--- config.mk ---
export PLATFORM = sky130hd
export DESIGN_NAME = epoch_seconds_to_calendar
export DESIGN_NICKNAME = d
export VERILOG_FILES = /design/src/hdl/esc_pkg.sv /design/src/hdl/esc_time_split.sv /design/src/hdl/esc_date_calc.sv /design/src/hdl/epoch_seconds_to_calendar.sv
export SDC_FILE = /design/constraint.sdc
export NUM_CORES = 2
export LEC_CHECK = 0
export ABC_CLOCK_PERIOD_IN_PS = 16250
export BUFFER_PORTS_ARGS = -buffer_cell sky130_fd_sc_hd__buf_4
export CAP_MARGIN = 20
export CORE_MARGIN = 3
export CORE_UTILIZATION = 30
export CTS_CLUSTER_DIAMETER = 40
export DETAILED_ROUTE_END_ITERATION = 8
export PLACE_DENSITY = 0.55
export SLEW_MARGIN = 20
export SYNTH_ARGS = -nofsm -noshare
export SYNTH_HDL_FRONTEND = slang
export SYNTH_SLANG_ARGS = --single-unit
--- constraint.sdc ---
create_clock -name clk_i -period 16.25 [get_ports clk_i]
set_clock_uncertainty 0.2 [all_clocks]
set_input_delay 0.8125 -clock clk_i [delete_from_list [all_inputs] [get_ports clk_i]]
set_output_delay 0.8125 -clock clk_i [all_outputs]
set_load 0.01 [all_outputs]
--- src/hdl/esc_pkg.sv ---
// Shared constants, types and the month-start table for the epoch-seconds-to-calendar block.
// Used by every module under hdl except esc_checker; has no dependencies of its own.
package esc_pkg;

  // Pipeline depth: every request spends this many register stages in the block.
  localparam int unsigned NUM_STAGES = 8;

  // Calendar constants.
  localparam int unsigned SECS_PER_MIN      = 60;
  localparam int unsigned HOURS_PER_DAY     = 24;
  localparam int unsigned DAYS_PER_WEEK     = 7;
  localparam int unsigned WEEKDAY_OF_EPOCH  = 4;
  localparam int unsigned DAYS_1968_TO_1970 = 366 + 365;
  localparam int unsigned DAYS_PER_CYCLE    = (4 * 365) + 1;
  localparam int unsigned DAYS_JAN_FEB      = 31 + 28;
  localparam int unsigned DAYS_PER_YEAR     = 365;
  localparam int unsigned BASE_YEAR         = 68;
  localparam int unsigned NUM_MONTHS        = 12;

  // Reciprocals for division by constants. Each is ceil(2^S / d) and is exact over the
  // operand range used at that stage.
  localparam logic [30:0] RECIP_15_A  = 31'd1145324613; // x < 2^30, shift 34
  localparam logic [25:0] RECIP_15_B  = 26'd35791395;   // x < 2^25, shift 29
  localparam logic [18:0] RECIP_3     = 19'd349526;     // x < 2^18, shift 20
  localparam logic [16:0] RECIP_7     = 17'd74899;      // x < 2^16, shift 19
  localparam logic [16:0] RECIP_1461  = 17'd91868;      // x < 2^16, shift 27
  localparam logic [16:0] RECIP_365   = 17'd91930;      // x < 2^16, shift 25

  // Time-of-day fields carried alongside the date computation.
  typedef struct packed {
    logic [5:0] second;
    logic [5:0] minute;
    logic [4:0] hour;
  } clock_t;

  // Day of the year at which each month starts (non-leap numbering).
  function automatic logic [8:0] month_start(input logic [3:0] month);
    logic [8:0] start;
    case (month)
      4'd0:    start = 9'd0;
      4'd1:    start = 9'd31;
      4'd2:    start = 9'd59;
      4'd3:    start = 9'd90;
      4'd4:    start = 9'd120;
      4'd5:    start = 9'd151;
      4'd6:    start = 9'd181;
      4'd7:    start = 9'd212;
      4'd8:    start = 9'd243;
      4'd9:    start = 9'd273;
      4'd10:   start = 9'd304;
      4'd11:   start = 9'd334;
      default: start = 9'd0;
    endcase
    return start;
  endfunction

endpackage

--- src/hdl/esc_time_split.sv ---
// Splits the seconds count into second, minute, total hours and whole days (stages 1 to 3).
// Depends on esc_pkg for the reciprocal constants and SECS_PER_MIN.
module esc_time_split (
  input  logic        clk_i,
  input  logic        en_i,
  input  logic [31:0] epoch_seconds_i,
  output logic [5:0]  second_o,
  output logic [5:0]  minute_o,
  output logic [20:0] hours_o,
  output logic [15:0] days_o
);

  logic [31:0] secs1_q;
  logic [26:0] mins1_q;
  logic [60:0] prod1;

  logic [5:0]  sec2_q, sec2_d;
  logic [26:0] mins2_q;
  logic [20:0] hours2_q;
  logic [50:0] prod2;
  logic [31:0] sec_diff;

  logic [5:0]  sec3_q;
  logic [5:0]  min3_q, min3_d;
  logic [20:0] hours3_q;
  logic [15:0] days3_q;
  logic [36:0] prod3;
  logic [26:0] min_diff;

  // Stage 1: total minutes = seconds / 60 = (seconds / 4) / 15.
  assign prod1 = 61'(epoch_seconds_i[31:2]) * 61'(esc_pkg::RECIP_15_A);

  always_ff @(posedge clk_i) begin
    if (en_i) begin
      secs1_q <= epoch_seconds_i;
      mins1_q <= prod1[60:34];
    end
  end

  // Stage 2: second within the minute, and total hours = minutes / 60.
  assign sec_diff = secs1_q - (32'(mins1_q) * 32'(esc_pkg::SECS_PER_MIN));
  assign sec2_d   = sec_diff[5:0];
  assign prod2    = 51'(mins1_q[26:2]) * 51'(esc_pkg::RECIP_15_B);

  always_ff @(posedge clk_i) begin
    if (en_i) begin
      sec2_q   <= sec2_d;
      mins2_q  <= mins1_q;
      hours2_q <= prod2[49:29];
    end
  end

  // Stage 3: minute within the hour, and whole days = hours / 24 = (hours / 8) / 3.
  assign min_diff = mins2_q - (27'(hours2_q) * 27'(esc_pkg::SECS_PER_MIN));
  assign min3_d   = min_diff[5:0];
  assign prod3    = 37'(hours2_q[20:3]) * 37'(esc_pkg::RECIP_3);

  always_ff @(posedge clk_i) begin
    if (en_i) begin
      sec3_q   <= sec2_q;
      min3_q   <= min3_d;
      hours3_q <= hours2_q;
      days3_q  <= prod3[35:20];
    end
  end

  assign second_o = sec3_q;
  assign minute_o = min3_q;
  assign hours_o  = hours3_q;
  assign days_o   = days3_q;

endmodule

--- src/hdl/esc_date_calc.sv ---
// Turns the day count into hour, weekday, year, month and day of month (stages 4 to 8).
// Depends on esc_pkg for constants, the clock_t type and the month-start table.
module esc_date_calc (
  input  logic        clk_i,
  input  logic        en_i,
  input  logic [5:0]  second_i,
  input  logic [5:0]  minute_i,
  input  logic [20:0] hours_i,
  input  logic [15:0] days_i,
  output logic [5:0]  second_o,
  output logic [5:0]  minute_o,
  output logic [4:0]  hour_o,
  output logic [2:0]  weekday_o,
  output logic [7:0]  year_since_1900_o,
  output logic [3:0]  month_o,
  output logic [4:0]  day_of_month_o
);

  // Stage 4 signals.
  esc_pkg::clock_t clk4_q, clk4_d;
  logic [20:0] hour_diff;
  logic [15:0] wk_base, day68;
  logic [33:0] prod_wk, prod_lp;
  logic [15:0] wk_base4_q, day68_4_q;
  logic [14:0] weeks4_q;
  logic [5:0]  leaps4_q;

  // Stage 5 signals.
  esc_pkg::clock_t clk5_q;
  logic [15:0] wk_diff;
  logic [2:0]  wday5_q;
  logic [15:0] cycle_base;
  logic [10:0] cycle_day;
  logic        past_feb;
  logic [15:0] yday_total5_q, yday_total5_d;
  logic        short_search5_q;

  // Stage 6 signals.
  esc_pkg::clock_t clk6_q;
  logic [2:0]  wday6_q;
  logic [15:0] yday_total6_q;
  logic        short_search6_q;
  logic [32:0] prod_yr;
  logic [7:0]  years6_q;

  // Stage 7 signals.
  esc_pkg::clock_t clk7_q;
  logic [2:0]  wday7_q;
  logic        short_search7_q;
  logic [15:0] yday_diff;
  logic [8:0]  yday7_q;
  logic [7:0]  year7_q, year7_d;

  // Stage 8 signals.
  logic [3:0]  month_d;
  logic [8:0]  day_diff;
  esc_pkg::clock_t clk8_q;
  logic [2:0]  wday8_q;
  logic [7:0]  year8_q;
  logic [3:0]  month8_q;
  logic [4:0]  mday8_q;

  // Stage 4: hour of day, and quotients for the weekday and the four-year cycle.
  assign hour_diff    = hours_i - (21'(days_i) * 21'(esc_pkg::HOURS_PER_DAY));
  assign clk4_d.second = second_i;
  assign clk4_d.minute = minute_i;
  assign clk4_d.hour   = hour_diff[4:0];
  assign wk_base      = days_i + 16'(esc_pkg::WEEKDAY_OF_EPOCH);
  assign day68        = days_i + 16'(esc_pkg::DAYS_1968_TO_1970);
  assign prod_wk      = 34'(wk_base) * 34'(esc_pkg::RECIP_7);
  assign prod_lp      = 34'(day68) * 34'(esc_pkg::RECIP_1461);

  always_ff @(posedge clk_i) begin
    if (en_i) begin
      clk4_q     <= clk4_d;
      wk_base4_q <= wk_base;
      day68_4_q  <= day68;
      weeks4_q   <= prod_wk[33:19];
      leaps4_q   <= prod_lp[32:27];
    end
  end

  // Stage 5: weekday, day within the cycle and the leap-day correction.
  assign wk_diff    = wk_base4_q - (16'(weeks4_q) * 16'(esc_pkg::DAYS_PER_WEEK));
  assign cycle_base = 16'(leaps4_q) * 16'(esc_pkg::DAYS_PER_CYCLE);
  assign cycle_day  = 11'(day68_4_q - cycle_base);
  assign past_feb   = cycle_day > 11'(esc_pkg::DAYS_JAN_FEB);
  assign yday_total5_d = day68_4_q - 16'(leaps4_q) - 16'(past_feb);

  always_ff @(posedge clk_i) begin
    if (en_i) begin
      clk5_q          <= clk4_q;
      wday5_q         <= wk_diff[2:0];
      yday_total5_q   <= yday_total5_d;
      short_search5_q <= ~past_feb;
    end
  end

  // Stage 6: whole years since 1968.
  assign prod_yr = 33'(yday_total5_q) * 33'(esc_pkg::RECIP_365);

  always_ff @(posedge clk_i) begin
    if (en_i) begin
      clk6_q          <= clk5_q;
      wday6_q         <= wday5_q;
      yday_total6_q   <= yday_total5_q;
      short_search6_q <= short_search5_q;
      years6_q        <= prod_yr[32:25];
    end
  end

  // Stage 7: day within the year and the calendar year.
  assign yday_diff = yday_total6_q - (16'(years6_q) * 16'(esc_pkg::DAYS_PER_YEAR));
  assign year7_d   = years6_q + 8'(esc_pkg::BASE_YEAR);

  always_ff @(posedge clk_i) begin
    if (en_i) begin
      clk7_q          <= clk6_q;
      wday7_q         <= wday6_q;
      short_search7_q <= short_search6_q;
      yday7_q         <= yday_diff[8:0];
      year7_q         <= year7_d;
    end
  end

  // Stage 8: month search. In the first two months of a leap year only January and
  // February are candidates, so the leap day lands on February 29.
  always_comb begin
    month_d = 4'd0;
    if (short_search7_q) begin
      if (esc_pkg::month_start(4'd1) <= yday7_q) begin
        month_d = 4'd1;
      end
    end else begin
      for (int m = 1; m < esc_pkg::NUM_MONTHS; m++) begin
        if (esc_pkg::month_start(4'(m)) <= yday7_q) begin
          month_d = month_d + 4'd1;
        end
      end
    end
  end

  assign day_diff = yday7_q - esc_pkg::month_start(month_d) + 9'd1;

  always_ff @(posedge clk_i) begin
    if (en_i) begin
      clk8_q   <= clk7_q;
      wday8_q  <= wday7_q;
      year8_q  <= year7_q;
      month8_q <= month_d;
      mday8_q  <= day_diff[4:0];
    end
  end

  assign second_o          = clk8_q.second;
  assign minute_o          = clk8_q.minute;
  assign hour_o            = clk8_q.hour;
  assign weekday_o         = wday8_q;
  assign year_since_1900_o = year8_q;
  assign month_o           = month8_q;
  assign day_of_month_o    = mday8_q;

endmodule

--- src/hdl/epoch_seconds_to_calendar.sv ---
// An accepted request passes through the register stages in order to its result on the output.
// Throughput: one request per cycle; the 8-stage pipeline only halts while a result is stalled.
// Each stage holds at most one request, with a valid bit that moves along with the data.
// Reset (rst_ni, asynchronous, active low) clears only the stage valid bits.
// Uses esc_pkg, esc_time_split (stages 1 to 3) and esc_date_calc (stages 4 to 8).
module epoch_seconds_to_calendar (
  input  logic        clk_i,
  input  logic        rst_ni,
  input  logic        in_valid_i,
  output logic        in_stall_o,
  input  logic [31:0] epoch_seconds_i,
  output logic        out_valid_o,
  input  logic        out_stall_i,
  output logic [5:0]  second_o,
  output logic [5:0]  minute_o,
  output logic [4:0]  hour_o,
  output logic [2:0]  weekday_o,
  output logic [7:0]  year_since_1900_o,
  output logic [3:0]  month_o,
  output logic [4:0]  day_of_month_o
);

  logic [esc_pkg::NUM_STAGES-1:0] valid_q, valid_d;
  logic        advance;
  logic [5:0]  sec_mid, min_mid;
  logic [20:0] hours_mid;
  logic [15:0] days_mid;

  // The whole pipeline moves unless the finished result at the end is stalled.
  assign advance    = ~(valid_q[esc_pkg::NUM_STAGES-1] & out_stall_i);
  assign in_stall_o = ~advance;

  // Valid bits shift with the data.
  assign valid_d = advance ? {valid_q[esc_pkg::NUM_STAGES-2:0], in_valid_i} : valid_q;

  always_ff @(posedge clk_i or negedge rst_ni) begin
    if (!rst_ni) begin
      valid_q <= '0;
    end else begin
      valid_q <= valid_d;
    end
  end

  assign out_valid_o = valid_q[esc_pkg::NUM_STAGES-1];

  esc_time_split u_time (
    .clk_i           (clk_i),
    .en_i            (advance),
    .epoch_seconds_i (epoch_seconds_i),
    .second_o        (sec_mid),
    .minute_o        (min_mid),
    .hours_o         (hours_mid),
    .days_o          (days_mid)
  );

  esc_date_calc u_date (
    .clk_i             (clk_i),
    .en_i              (advance),
    .second_i          (sec_mid),
    .minute_i          (min_mid),
    .hours_i           (hours_mid),
    .days_i            (days_mid),
    .second_o          (second_o),
    .minute_o          (minute_o),
    .hour_o            (hour_o),
    .weekday_o         (weekday_o),
    .year_since_1900_o (year_since_1900_o),
    .month_o           (month_o),
    .day_of_month_o    (day_of_month_o)
  );

endmodule

; After elaboration in Yosys (flattened, before gate mapping)
; Memory sizes are Yosys's and may differ from the RTL's.
; Cells that the tools add are included.
[totals]
n_memories = 1
inputBits = 36
wordCells = 129
romBits = 144
register_bits = 313
[mem_list]
columns = memory, words, width, rd, rd_ports_with_merged_regs, wr, line_no
row1 = (no name shown), 16, 9, 1, 0, 0, esc_pkg.sv:39  ; case (month)
[op_classes]
n_addsub = 23
bitwise = 2
n_mul = 12
order_cmp = 13
n_mux = 34
[ops]
columns = cell, count
row1 = $le 9x9->1, 11
row2 = $mux 9, 11
row3 = $mux 4, 21
row4 = $mul 30x31->61 const B, 1
row5 = $mul 25x26->50 const B, 1
row6 = $add 4x1->4 const B, 10
row7 = $mul 18x18->35 const B, 1
row8 = $mul 16x17->33 const B, 1
row9 = $mul 16x16->32 const B, 1
row10 = $mul 16x15->31 const B, 1
row11 = $mul 27x4->4 const B, 1
row12 = $mul 21x4->4 const B, 1
row13 = $add 16x10->16 const B, 1
row14 = $add 16x3->16 const B, 1
row15 = $mul 16x2->2 const B, 1
row16 = $sub 16x1->16, 1
row17 = $sub 16x6->16, 1
row18 = $mul 14x3->3 const B, 1
row19 = $sub 6x6->6, 2
row20 = $gt 11x6->1 const B, 1
row21 = $mul 6x11->11 const B, 1
row22 = $sub 11x11->11, 1
row23 = $sub 5x5->5, 2
row24 = $le 5x9->1 const A, 1
row25 = 8 further kinds, 9

; Logic depth before layout (Yosys ltp)
; An unclocked memory read counts as a cell.
[logic_depth]
ltp_word = 37
depth_mapped = 42
ltp_nobuf = 41

; Hierarchy
; Synthesis repeated with hierarchy kept, for this count alone.
[unflattened]
hier_cells = 4085
area_unflattened_um2 = 45815.2
[modules_own_cells]
columns = module, n_inst, cells_each, area_per_inst_um2, seq_area_each_um2
row1 = esc_time_split, 1, 2191, 23471.3, 3453.3
row2 = esc_date_calc, 1, 1876, 22016.1, 5855.6
row3 = epoch_seconds_to_calendar, 1, 18, 327.8, 200.2

; Worst setup path after synthesis
; OpenSTA, ideal clock, no wires.
[synth_path]
path_type = input port to output port
start = input port out_stall_i
end = output port in_stall_o
t_arrival_ns = 7.893
setup_slack_ns = 7.344
n_path_buf = 0
cell_stages = 2
required_time_ns = 15.237
cell_sequence = nand2_1 -> inv_1
[synth_between]
elab_chain_cells = 1
[synth_lines]
columns = element, line_no
row1 = from (decl), epoch_seconds_to_calendar.sv:13  ; input logic out_stall_i,
row2 = $and 1x1->1, epoch_seconds_to_calendar.sv:30  ; assign advance = ~(valid_q[esc_pkg::NUM_STAGES-1] & out_stall_i);
row3 = to (decl), epoch_seconds_to_calendar.sv:10  ; output logic in_stall_o,
; No other way between the ends.

; Worst setup path in the final report
[layout_path]
start = register u_date.yday7_q[8]
end = register u_date.mday8_q[4] (netlist: u_date.day_of_month_o[4]), data pin
[layout_between]
elab_chain_cells = 36
[layout_lines]
columns = element, line_no
row1 = from (decl), esc_date_calc.sv:51  ; logic [8:0] yday7_q;
row2 = from (signal assigned), esc_date_calc.sv:121  ; yday7_q <= yday_diff[8:0];
row3 = $le 9x9->1, esc_date_calc.sv:136  ; if (esc_pkg::month_start(4'(m)) <= yday7_q) begin
row4 = $mux 1, esc_date_calc.sv:136
row5 = $mux 4, esc_date_calc.sv:130  ; if (short_search7_q) begin
row6 = $add 4x1->4, esc_date_calc.sv:137  ; month_d = month_d + 4'd1;
row7 = $mux 4, esc_date_calc.sv:136
row8 = $mux 4, esc_date_calc.sv:130
row9 = $add 4x1->4, esc_date_calc.sv:137
row10 = $mux 4, esc_date_calc.sv:136
row11 = (+21 left out), n/a
row12 = $mux 4, esc_date_calc.sv:130
row13 = $add 4x1->4, esc_date_calc.sv:137
row14 = $mux 4, esc_date_calc.sv:136
row15 = $mux 4 (*), esc_date_calc.sv:130
row16 = $mem_v2 16x9 (*), n/a
row17 = $sub 5x5->5 (*), esc_date_calc.sv:143  ; assign day_diff = yday7_q - esc_pkg::month_start(month_d) + 9'd1;
row18 = $add 5x1->5 (*), esc_date_calc.sv:143
row19 = named net u_date.day_diff[4], esc_date_calc.sv:56  ; logic [8:0] day_diff;
row20 = to (signal assigned), esc_date_calc.sv:151  ; mday8_q <= day_diff[4:0];
row21 = to (decl), esc_date_calc.sv:61  ; logic [4:0] mday8_q;
; Mark *: on every way through the listed nets, which the timed path passes. The rest lies on a longest branch. The select of a mux whose other input is x is not followed.
; A chain may end at the register's enable or synchronous reset.

==> impl_metrics.ini <==
[timing]
period_minus_slack_ps = 9270
timing.final.hold_violations = 0
timing.final.max_slew_violations = 0
fin_tns_setup_ps = 0
fin_crit_sh_pct = 57.0
relSlewSlack_pct = 35.3
tightest_slew_ps = 971
finalSetupViolCount = 0
rsz0062_at_grt = false
fmax_mhz = 108

[setup_path]
path_common_cell = ha_1
cp.arrival_ps = 9410
path_class = register to register
worstPathMaxFanout = 14
crit_slowest_cell = edfxtp_1
cpPeakStageDelay_ps = 560
crit_path_start_kind = register
crit_required_ps = 16390
worstSetupEndpointType = register

[outcome]
outcome = finished, final reports clean

[run]
drv_cap = 0

[cts]
clk_path_buf_depth = 3
cts_buffers = 68
clkTransAtPathRegs_ps = 50
clk_latency_ps = 600
cts_tree = done
root_buffer = clkbuf_16
clock_sinks = 302
htree_levels = 3

[yosys]
yosysTopAreaCell = ha_1
syn_inst = 3892
synth_edf_count = 294
synth_area_um2 = 44300
syn_nets = 5600
seq_area_frac_synth_pct = 20.4
ys_ff_latch = 302
synth_warnings = 0
yosysUniqueCellTypes = 82
synthArstFlopShare_pct = 2.65
syn-mean-instance-area_um2 = 11.4
netlist_top_cells_area = ha_1 (31%), fa_1 (26%), edfxtp_1 (20%), inv_1 (8.7%), xnor2_1 (2.8%)
synth_flop_cell = edfxtp_1
synth_top_area_share_pct = 30.7

[placed_design]
place.gp.congestion = 0.854
hpwl_um = 73400
port_buffers = 74

[drt]
drt_iter0_drc = 826
first_pass_iters = 5
wl_per_cell_um = 14.2
routed_via_density = 4.36
vias = 26200
drt.antenna.violating_nets = 0
drc = 0
routed_wl_um = 85400

[global_route]
antenna_found_initial = 1
grt_start_max_net_pins = 76
grt_pass1_vias = 29000
grt_pass1_wl_um = 146000
grtUsageTotal_pct = 11.9
grt_overflow_total = 0

[cells_and_area]
diodes = 0
final_net_count = 5746
drive_gt1_share_pct = 5.99
area_growth_pct = 12.2
nFillCells = 14700

[die]
die_area_um2 = 152000
fp.dieW_um = 390
dieHeight_um = 390
io_pins = 75
start_util_pct = 30.3
num_rows = 140
core_um2 = 146000

[worst_hold_path]
hp-class = primary input to register
logic make-up after synthesis:
logic type,after synthesis,synth area share [%]
AO/OA/AOI/OAI,324,4.97
AND/OR/NAND/NOR,330,3.75
buffers and inverters,1036,8.84
multiplexers,20,0.509
flip-flops,302,20.4
XOR/XNOR,208,4.35
adder cells (fa/ha/maj),1672,57.2
routing by layer:
metal,track usage [%],share of wire (%),up-vias
li1,-,-,13000
met1,15.3,46,12900
met2,20.8,49,240
met3,1.55,2.4,110
met4,3.30,2.3,0
met5,0,0,-
worst max-delay path: cells and delay by family (launching register included):
kind	cells	cell delay [ps]
AND/OR/NAND/NOR	5	720
adder cells (fa/ha/maj)	10	2890
flip-flops	1	560
AO/OA/AOI/OAI	9	1720
multiplexers	5	1550
XOR/XNOR	7	1230
buffers and inverters	2	120
repair_timing:
item	4_1_cts	5_1_grt
hold buffers	1	0
buffers inserted	0	0
hold endpoints to repair	8	0
resized for setup	0	0
cells in the mapped netlist (all sizes together) (14+ instances only):
cell,instances
a21o,68
xnor2,143
fa,585
o21ai,48
xor2,61
nand2,71
mux2,14
o21a,28
nand2b,17
nor2b,28
nand3,33
edfxtp,294
ha,1087
nor3,31
nor2,76
nand4,19
inv,1024
a21oi,87
stage by stage:
stage / hold slack [ps] / instance area [um2] / utilization [%] / instances / setup slack (ps)
2_1_floorplan: 200 / 44300 / - / 3892 / 7340
3_3_place_gp: 200 / 47300 / 32.3 / 5884 / 7230
3_5_place_dp: 205 / 47300 / 32.3 / 5884 / 7030
4_1_cts: 120 / 49600 / 34.0 / 6010 / 6970
5_1_grt: 138 / 49600 / 34.0 / 6010 / 6480
6_report: 193 / 49600 / 34.0 / 6010 / 6980
area by class of cell:
type | count | area (um2) | share of cell area [%]
Multi-Input combinational cell | 2554 | 31300 | 63.1
Sequential cell | 302 | 9030 | 18.2
Inverter | 1024 | 3840 | 7.74
Tap cell | 1917 | 2400 | 4.83
Clock buffer | 79 | 1830 | 3.68
Timing Repair Buffer | 88 | 663 | 1.34
Clock inverter | 46 | 543 | 1.09
worst paths after layout:
kind,start,endpoint,slack [ps],depth (start not counted)
setup / recovery,u_date.yday7_q[8],u_date.day_of_month_o[4],6980,38
max in group asynchronous,rst_ni,valid_q[3],15360,2
min in group asynchronous,rst_ni,valid_q[0],370,2
hold reg to reg,u_date.clk6_q[16],u_date.clk7_q[16],210,0
setup reg to reg,u_date.yday7_q[8],u_date.day_of_month_o[4],6980,38
hold / removal,epoch_seconds_i[1],u_time.secs1_q[1],190,1
registers in the layout, summed over array words and instances, names as in the netlist, 9 cells and up:
| signal | cells |
|---|---|
| u_date.yday_total6_q | 9 |
| u_date.clk6_q | 17 |
| u_time.days_o | 16 |
| u_date.yday_total5_q | 16 |
| u_date.clk5_q | 17 |
| u_time.hours2_q | 21 |
| u_date.day68_4_q | 16 |
| u_time.mins1_q | 27 |
| u_date.clk7_q | 17 |
| u_date.clk4_q | 17 |
| u_date.yday7_q | 9 |
placed cells by master, fill, tap and decap left out, drive strengths merged, types with 4 or more instances in the layout:
master	netlist	final
clkbuf	6	79
o31ai	4	4
and3	12	12
clkinvlp	0	4
ha	1087	1087
nor2	76	76
a21oi	87	87
or2	13	13
a41oi	5	5
xor2	61	61
nand4	19	19
nand3	33	33
a211o	6	6
nand2b	17	17
o21bai	13	13
o211ai	6	6
o21a	28	28
a31oi	6	6
buf	6	87
fa	585	585
edfxtp	294	294
mux2i	6	6
nor4	8	8
nor3	31	31
xnor2	143	143
clkinv	0	21
mux2	14	14
nor2b	28	28
nand2	71	71
bufinv	0	9
and2	9	9
inv	1024	1036
a21o	68	68
a211oi	11	11
dfrtp	8	8
o21ai	48	48
Power is not shown: default switching activity piles up to over one toggle a cycle in this logic, so the estimate is an artifact.
